$ cat config.mk
export PLATFORM = sky130hd
export DESIGN_NAME = isl_cell
export DESIGN_NICKNAME = d
export VERILOG_FILES = /design/src/isl_pkg.sv /design/src/isl_cell.sv
export SDC_FILE = /design/constraint.sdc
export NUM_CORES = 1
export LEC_CHECK = 0
export BUFFER_PORTS_ARGS = -buffer_cell sky130_fd_sc_hd__buf_2
export CAP_MARGIN = 25
export CORE_ASPECT_RATIO = 0.75
export CORE_MARGIN = 2
export CORE_UTILIZATION = 35
export DETAILED_ROUTE_END_ITERATION = 8
export PLACE_DENSITY = 0.69
export SLEW_MARGIN = 20
export SYNTH_ARGS = -nofsm -noshare
export SYNTH_HDL_FRONTEND = slang
export SYNTH_SLANG_ARGS = --single-unit
export TNS_END_PERCENT = 20
$ cat constraint.sdc
create_clock -name clk -period 5.06 [get_ports clk]
set_input_delay 0.253 -clock clk [delete_from_list [all_inputs] [get_ports clk]]
set_output_delay 0.253 -clock clk [all_outputs]
set_load 0.01 [all_outputs]
$ cat src/isl_pkg.sv
`default_nettype none
package isl_pkg;

  localparam int CAPACITY   = 64;
  localparam int DATA_WIDTH = 32;
  localparam int IDX_W      = $clog2(CAPACITY);
  localparam int CNT_W      = $clog2(CAPACITY + 1);

  typedef logic [2:0] op_t;
  localparam op_t OP_APPEND = 3'd0;
  localparam op_t OP_INSERT = 3'd1;
  localparam op_t OP_REMOVE = 3'd2;
  localparam op_t OP_SET    = 3'd3;
  localparam op_t OP_GET    = 3'd4;
  localparam op_t OP_FIND   = 3'd5;
  localparam op_t OP_CLEAR  = 3'd6;

  typedef logic [1:0] status_t;
  localparam status_t ST_OK        = 2'd0;
  localparam status_t ST_BAD_INDEX = 2'd1;
  localparam status_t ST_FULL      = 2'd2;
  localparam status_t ST_NOT_FOUND = 2'd3;

  // broadcast to every cell in the row
  typedef struct packed {
    logic                  upd;
    op_t                   op;
    logic [CNT_W-1:0]      pos;
    logic [CNT_W-1:0]      count;
    logic [DATA_WIDTH-1:0] word;
  } cmd_t;

endpackage
`default_nettype wire

$ cat src/isl_cell.sv
`default_nettype none
module isl_cell (
  input  wire logic                          clk,
  input  wire logic [isl_pkg::CNT_W-1:0]     idx,
  input  wire isl_pkg::cmd_t                 cmd,
  input  wire logic [isl_pkg::DATA_WIDTH-1:0] left_data,
  input  wire logic [isl_pkg::DATA_WIDTH-1:0] right_data,
  output logic      [isl_pkg::DATA_WIDTH-1:0] data,
  output logic                               hit
);
  import isl_pkg::*;

  logic [DATA_WIDTH-1:0] data_next;

  always_comb begin
    data_next = data;
    case (cmd.op)
      OP_APPEND: begin
        if (idx == cmd.count) data_next = cmd.word;
      end
      OP_INSERT: begin
        if (idx == cmd.pos) data_next = cmd.word;
        else if (idx > cmd.pos) data_next = left_data;
      end
      OP_REMOVE: begin
        if (idx >= cmd.pos) data_next = right_data;
      end
      OP_SET: begin
        if (idx == cmd.pos) data_next = cmd.word;
      end
      default: data_next = data;
    endcase
  end

  always_ff @(posedge clk) begin
    if (cmd.upd) data <= data_next;
  end

  always_comb begin
    case (cmd.op)
      OP_GET:  hit = (idx == cmd.pos);
      OP_FIND: hit = (idx < cmd.count) && (data == cmd.word);
      default: hit = 1'b0;
    endcase
  end

endmodule
`default_nettype wire

==> impl_metrics.yaml, run 1 <==
run_status:
  status: "complete, no violations"
synthesis:
  synth_common_cells: "45 x inv_1, 32 x a22oi_1, 32 x edfxtp_1, 28 x o21ai_0, 25 x xor2_1"
  synth_top_area_share_pct: 41.7
  synth_area_mm2: 0.00230
  synth_largest_area_cell: "edfxtp_1"
  syn_nets: 375
  yosysMostFrequentCell: "inv_1"
  synthArstFlopShare_pct: 0
  ys_ff_latch: 32
  synth_flop_cell: "edfxtp_1"
  syn_inst: 239
  yosys-top-cells-area: "edfxtp_1 42%, a22oi_1 10%, xor2_1 9.5%, ha_1 7.6%, inv_1 7.3%"
  ys.warnings.count: 0
  synthDistinctLibCells: 31
  avgSynthCellArea_um2: 9.64
  ys_seq_area_share_pct: 41.7
  synth-edff-count: 32
detailed_routing:
  num_vias: 2286
  drt-initial-drc-count: 86
  wl_um: 6860
  ant_nets: 0
  drtPass1Iterations: 4
  vias_per_cell: 4.79
  routedWlPerCell_um: 14.4
  detail_route.drc_violations: 0
floorplan:
  io_pins: 155
  dieArea_mm2: 0.00726
  die_y_um: 74.3
  start_util_pct: 36.3
  die_x_um: 97.7
  core_area_mm2: 0.00635
  rows: 25
grt:
  grt_antenna_before_repair: 0
  track_usage_pct: 18.5
  grt_max_degree: 33
  grt_pass1_vias: 2223
  grt_overflow_total: 0
  grt_pass1_wl_um: 10500
cells_and_area:
  largest_reg_flops: 32
  reg_top3: "data (32)"
  area_growth_pct: 44.2
  drive_gt1_share_pct: 42.9
  nets: 531
  largest_register: "data"
  diodes: 0
  n_fill_cell: 625
power:
  p_int_w: 0.000553
  swShare_pct: 26.8
  powerDensity_mw_per_mm2: 227
  seqPwrFrac_pct: 43.5
  clockPowerShare_pct: 31.9
  ir_drop_uv: 142
  leakagePower_nw: 1.61
  switchingPower_w: 0.000202
  combPwrFrac_pct: 24.6
  fin_total_pwr_w: 0.000754
worst_setup_path:
  crit_fanout: 2
  crit_family: "simple AND/OR/NAND/NOR gates"
  path_cells: "xor2_1 > nor4_1 > nand4_1 > or4_1 > o21ai_1 > buf_2"
  arrival_ns: 2.32
  cp_slowest_cell: "or4_1"
  critPathCaptureType: "output port"
  path_buf_inv: 1
  worstPathRequired_ns: 4.81
  max_stage_delay_ns: 0.53
  crit_type: "flip-flop to output port"
  cp-start-kind: "flip-flop"
sta:
  slew_headroom_pct: 43.1
  tightestPinTransition_ns: 0.850
  tns_ns: 0
  final_max_slew_viol_count: 0
  hold_viol: 0
  min_period_ns: 2.57
  rsz0062_at_grt: "no"
  timing.final.crit_share_pct: 50.9
  finalSetupViolCount: 0
  fmax_mhz: 389
clock_tree:
  cts_sinks: 32
  cts_resized: 0
  cts_setup_buffers: 0
  cts_hold_buf: 0
  clk_path_buf_depth: 2
  clk_pin_slew_ns: 0.07
  cts_buffers: 5
  htree_levels: 2
  cts_tree: "done"
  cts-root-buf: "clkbuf_8"
placement:
  portBuffers: 154
  routabilityCongestion: 0.785
  dp_hpwl_um: 5590
run:
  drv_cap: 0
min_path:
  hold_path.class: "input pin to flip-flop"
power groups by stage:
stage,Combinational (W),Clock (W),Sequential (W)
after CTS,0.000184,0.000249,0.000328
final,0.000186,0.000241,0.000328
after global routing,0.000207,0.000258,0.000330
after detailed placement,0.000183,0,0.000334
after floorplan,0.0000769,0,0.000342
after global placement,0.000179,0,0.000333
worst paths after layout:
kind                from            endpoint  slack (ns)  depth (start not counted)
max   data[16]$_DFFE_PP_                 hit        2.49                          6
min        left_data[13]  data[13]$_DFFE_PP_        0.27                          3
final cells by class:
type | count | area (um2) | area share, %
Clock inverter | 2 | 35.0 | 1.05
Timing Repair Buffer | 158 | 821 | 24.7
Clock buffer | 6 | 72.6 | 2.18
Tap cell | 81 | 101 | 3.05
Multi-Input combinational cell | 153 | 1160 | 35.0
Sequential cell | 32 | 961 | 28.9
Inverter | 45 | 169 | 5.08
cell families after synthesis:
kind of cell / count (synthesis) / share of synthesized area [%]
DFF: 32 / 41.7
and+or+nand+nor: 27 / 7.76
AOI/OAI and AO/OA: 79 / 21.4
adders and majority gates: 15 / 8.03
xor gates and xnor gates: 32 / 12.2
buffers and inverters: 54 / 8.96
placed cells by master, fill, tap and decap left out, types with 2 or more instances in the layout:
cell type and instances:
buf_4 3, a21o_1 2, clkbuf_8 5, nor4_1 5
xor2_1 25, nor2_1 2, ha_1 14, a22oi_1 32
xnor2_1 7, o21ai_1 6, nand4_1 5, inv_1 45
edfxtp_1 32, nor2b_1 2, a21oi_1 4, o21ai_0 28
buf_2 154, nand3_1 4
per-layer routing:
| metal | global-route usage (%) | share of wire (%) | wire (um) | vias up |
|---|---|---|---|---|
| li1 | - | - | - | 1174 |
| met1 | 25.1 | 47 | 3250 | 1007 |
| met2 | 30.7 | 44 | 3050 | 101 |
| met3 | 4.61 | 7.4 | 510 | 4 |
| met4 | 4.17 | 0.70 | 48 | 0 |
| met5 | 0 | 0 | 0 | - |
stage by stage:
stage	utilization [%]	worst slack, ns	cell area (um2)	hold slack, ns	std cells
global placement	50.2	2.46	3190	0.553	468
CTS	51.9	2.49	3300	0.259	476
global route	52.3	2.44	3320	0.268	477
floorplan	-	1.86	2300	0.462	239
finish	52.3	2.49	3320	0.274	477
detailed placement	50.2	2.41	3190	0.558	468
tightest hold or removal path: cells and delay by family:
family | cells | cell delay, ns
compound gates | 2 | 0.11
buf+inv | 1 | 0.08
(Power assumes the default switching activity.)
==> run 2: changes to the inputs <==
ABC_AREA = 1   (was default)
PLACE_DENSITY = 0.67   (was 0.69)
clock period = 2.3 ns   (was 5.06 ns; I/O delays follow)
==> run 2 against run 1 <==
Combinational power rose to 2.6 times the previous value. Sequential share of layout area down 4.7 points. Synthesized area is 29% higher. Sequential power increased by 120%. Design area is 19% higher. Clock power grew to 3.1 times the previous value. Die area grew 28%. Worst setup slack worse by 2.0 ns. Synthesized cell count rose by 69%. Cell count grew 38%. Count of clock-buffer cells in the layout is the same. Critical path type is now input pin to output port.
==> impl_metrics.yaml, run 2 <==
synthesis:
  ys_ff_latch: 32
  syn_inst: 403
  ys_seq_area_share_pct: 32.3
  synth_common_cells: "138 x nand2_1, 58 x inv_1, 36 x nor2_1, 32 x edfxtp_1, 28 x o211ai_1"
  synth_top_area_share_pct: 32.3
  synth_largest_area_cell: "edfxtp_1"
  synthArstFlopShare_pct: 0
  synth-edff-count: 32
  syn_nets: 539
  ys.warnings.count: 0
  synth_area_mm2: 0.00298
  yosysMostFrequentCell: "nand2_1"
  synth_flop_cell: "edfxtp_1"
  avgSynthCellArea_um2: 7.38
  synthDistinctLibCells: 24
  yosys-top-cells-area: "edfxtp_1 32%, nand2_1 17%, o211ai_2 9.3%, inv_1 7.3%, o211ai_1 7.1%"
detailed_routing:
  ant_nets: 0
  detail_route.drc_violations: 0
  vias_per_cell: 4.80
  wl_um: 9010
  num_vias: 3167
  drt-initial-drc-count: 136
  drtPass1Iterations: 4
  routedWlPerCell_um: 13.6
cells_and_area:
  nets: 687
  diodes: 0
  area_growth_pct: 33.1
  layout_common_cells: "154 x buf_2, 138 x nand2_1, 58 x inv_1"
  n_fill_cell: 840
  largest_register: "data"
  largest_reg_flops: 32
  final_common_cell: "buf_2"
  finalInstanceArea_mm2: 0.00396
  reg_top3: "data (32)"
  drive_gt1_share_pct: 35.3
placement:
  postPlaceCellArea_mm2: 0.00380
  portBuffers: 154
  routabilityCongestion: 0.901
  dp_hpwl_um: 6910
worst_setup_path:
  crit_type: "input pin to output port"
  path_buf_inv: 3
  cp-start-kind: "input pin"
  arrival_ns: 1.66
  worstPathRequired_ns: 2.18
  crit_family: "simple AND/OR/NAND/NOR gates"
  critPathCaptureType: "output port"
  path_cells: "buf_2 > ha_1 > nand2_1 > nor2_2 > nand2_4 > clkinv_4 > nand3_1 > nand2_1 > buf_2"
  max_stage_delay_ns: 0.34
  cp_slowest_cell: "clkinv_4"
  crit_fanout: 51
sta:
  min_period_ns: 1.77
  hold_viol: 0
  fmax_mhz: 565
  final_max_slew_viol_count: 0
  tightestPinTransition_ns: 0.666
  rsz0062_at_grt: "no"
  tns_ns: 0
  timing.final.crit_share_pct: 77.0
  finalSetupViolCount: 0
  slew_headroom_pct: 55.5
run_status:
  status: "complete, no violations"
grt:
  grt_overflow_total: 0
  track_usage_pct: 18.8
  grt_pass1_wl_um: 14400
  grt_antenna_before_repair: 0
  grt_max_degree: 52
  grt_pass1_vias: 3133
clock_tree:
  clk_pin_slew_ns: 0.06
  htree_levels: 2
  cts_resized: 0
  cts_sinks: 32
  cts_buffers: 5
  clk_path_buf_depth: 2
  cts_hold_buf: 0
  cts-root-buf: "clkbuf_16"
  cts_tree: "done"
  cts_setup_buffers: 0
min_path:
  hold_path.class: "input pin to flip-flop"
floorplan:
  die_y_um: 83.9
  die_x_um: 110
  dieArea_mm2: 0.00926
  core_area_mm2: 0.00835
  rows: 29
  start_util_pct: 35.7
  io_pins: 155
power:
  powerDensity_mw_per_mm2: 499
  leakagePower_nw: 1.96
  ir_drop_uv: 270
run:
  drv_cap: 0
-- run 2: final timing paths --
check | startpoint | endpoint | slack (ns) | cells after the start
max | idx[6] | hit | 0.53 | 9
min | right_data[31] | data[31]$_DFFE_PP_ | 0.12 | 3
-- run 2: cell families after synthesis --
kind of cell,Yosys count,synth area share (%)
fa+ha+maj,14,5.89
xor+xnor,13,3.83
flops,32,32.3
buf+inv,79,12.3
compound gates,75,20.6
simple gates,190,25.1
-- run 2: layout make-up --
| type | instances | area (um2) | share of cell area, % |
|---|---|---|---|
| multi-input cells | 292 | 1660 | 41.8 |
| clock inverters | 2 | 35.0 | 0.885 |
| repair buffers | 156 | 798 | 20.2 |
| well taps | 108 | 135 | 3.41 |
| flip-flops and latches | 32 | 961 | 24.3 |
| inverters | 64 | 245 | 6.19 |
| clock buffers | 6 | 129 | 3.25 |
-- run 2: routing by layer --
layer	global-route usage (%)	wire length, um	vias up	share of wire (%)
met5	0	0	-	0
li1	-	-	1621	-
met3	3.78	565	6	6.3
met4	2.73	42	0	0.47
met1	25.4	4150	1430	46
met2	32.1	4250	110	47
-- run 2: power by group --
part           internal [W]  switching [W]  leakage, nW
Sequential         0.000702      0.0000308        0.290
Clock              0.000509       0.000246       0.0808
Combinational      0.000222       0.000266         1.59
Total               0.00143       0.000542         1.96
-- run 2: stage by stage --
stage          hold WS [ns]  power (W)  utilization [%]  setup slack, ns  cells
2_1_floorplan         0.313    0.00101                -            0.319    403
3_3_place_gp          0.400    0.00122             45.5            0.405    652
3_5_place_dp          0.409    0.00123             45.5            0.359    652
4_1_cts               0.119    0.00199             47.5            0.515    660
5_1_grt               0.128    0.00207             47.5            0.387    660
6_report              0.122    0.00197             47.5            0.530    660
==> run 3: changes to the inputs <==
PLACE_DENSITY = 0.65   (was 0.67)
clock period = 1.82 ns   (was 2.3 ns; I/O delays follow)
==> run 3 against run 2 <==
Sequential cell count unchanged. Power increased by 29%. Largest power group unchanged. Design area increased by 4.5%. Core utilization up 2.1 points. Routed wire length up 0.22%. Cell count rose by 0.61%. Combinational power up 38%. Largest cell class unchanged. Via count increased by 1.8%.
==> impl_metrics.yaml, run 3 (synthesis gave the netlist of run 2 again) <==
clock_tree:
  cts_buffers: 5
  clk_path_buf_depth: 2
  cts_resized: 0
  cts_tree: "done"
  cts_sinks: 32
  cts_hold_buf: 0
  cts-root-buf: "clkbuf_16"
  clk_pin_slew_ns: 0.06
  cts_setup_buffers: 0
  htree_levels: 2
detailed_routing:
  routedWlPerCell_um: 13.6
  wl_um: 9030
  drtPass1Iterations: 5
  ant_nets: 0
  drt-initial-drc-count: 178
  detail_route.drc_violations: 0
  vias_per_cell: 4.86
  num_vias: 3224
worst_setup_path:
  critPathCaptureType: "output port"
  cp-start-kind: "flip-flop"
  worstPathRequired_ns: 1.73
  crit_fanout: 2
  arrival_ns: 1.56
  crit_type: "flip-flop to output port"
cells_and_area:
  largest_reg_flops: 32
  regArea_um2: 961
  n_fill_cell: 860
  reg_top3: "data (32)"
  largest_register: "data"
  diodes: 0
  final_common_cell: "buf_2"
  area_growth_pct: 39.1
  multi_input_area_mm2: 0.00177
  drive_gt1_share_pct: 38.7
  layout_common_cells: "154 x buf_2, 135 x nand2_1, 52 x inv_1"
  nets: 691
  finalInstanceArea_mm2: 0.00414
power:
  clockPowerShare_pct: 37.1
  switchingPower_w: 0.000701
  swShare_pct: 27.6
  combPwrFrac_pct: 26.4
  p_int_w: 0.00184
  seqPwrFrac_pct: 36.5
  powerDensity_mw_per_mm2: 614
  ir_drop_uv: 410
  leakagePower_nw: 2.00
sta:
  hold_viol: 0
  fmax_mhz: 604
  min_period_ns: 1.66
  tightestPinTransition_ns: 0.582
  tns_ns: 0
  rsz0062_at_grt: "no"
  slew_headroom_pct: 61.1
  finalSetupViolCount: 0
  timing.final.crit_share_pct: 91.0
  final_max_slew_viol_count: 0
placement:
  postPlaceCellArea_mm2: 0.00397
  routabilityCongestion: 0.821
  portBuffers: 154
  dp_hpwl_um: 7130
min_path:
  hold_path.class: "input pin to flip-flop"
grt:
  grt_antenna_before_repair: 0
  grt_pass1_vias: 3170
  track_usage_pct: 19.1
  grt_overflow_total: 0
  grt_pass1_wl_um: 14500
  grt_max_degree: 52
floorplan:
  dieArea_mm2: 0.00926
  die_y_um: 83.9
  rows: 29
  core_area_mm2: 0.00835
  start_util_pct: 35.7
  io_pins: 155
  die_x_um: 110
run_status:
  status: "complete, no violations"
run:
  drv_cap: 0
run 3: power by group through the flow:
stage	Sequential, W	Clock [W]	Combinational [W]
global placement	0.000941	0	0.000664
detailed placement	0.000940	0	0.000675
finish	0.000928	0.000943	0.000671
floorplan	0.000961	0	0.000356
global route	0.000935	0.000993	0.000751
CTS	0.000928	0.000963	0.000676
run 3: path summary, 6_finish.rpt:
path	start	cells past startpoint	to
max	data[20]$_DFFE_PP_	8	hit
min	right_data[29]	3	data[29]$_DFFE_PP_
run 3: critical path: stages (launching register included):
cell	delay, ns
edfxtp_1	0.42
xnor2_1	0.17
nand2_1	0.08
nor2_1	0.15
nand2_1	0.07
nor2_1	0.13
nand3_1	0.08
nand2_1	0.06
buf_2	0.13
run 3: through the flow:
stage	setup slack [ns]	power, W	hold slack, ns	std cells	utilization (%)
CTS	0.150	0.00257	0.0985	664	49.6
floorplan	-0.0995	0.00132	0.289	403	-
global route	0.0418	0.00268	0.112	664	49.6
global placement	0.0556	0.00160	0.383	656	47.6
detailed placement	0.0369	0.00161	0.384	656	47.6
finish	0.164	0.00254	0.0998	664	49.6
run 3: layer usage:
layer  wire length [um]  global-route usage [%]  part of all wire, %
met4                 70                    3.86                 0.78
met3                770                    4.65                  8.5
met5                  0                       0                    0
met1               4170                    25.2                   46
met2               4020                    32.2                   45
run 3: layout make-up:
type	count	share of cell area, %
Sequential cell	32	23.2
Tap cell	108	3.27
Inverter	64	6.53
Clock inverter	2	0.847
Timing Repair Buffer	160	20.3
Multi-Input combinational cell	292	42.7
Clock buffer	6	3.11
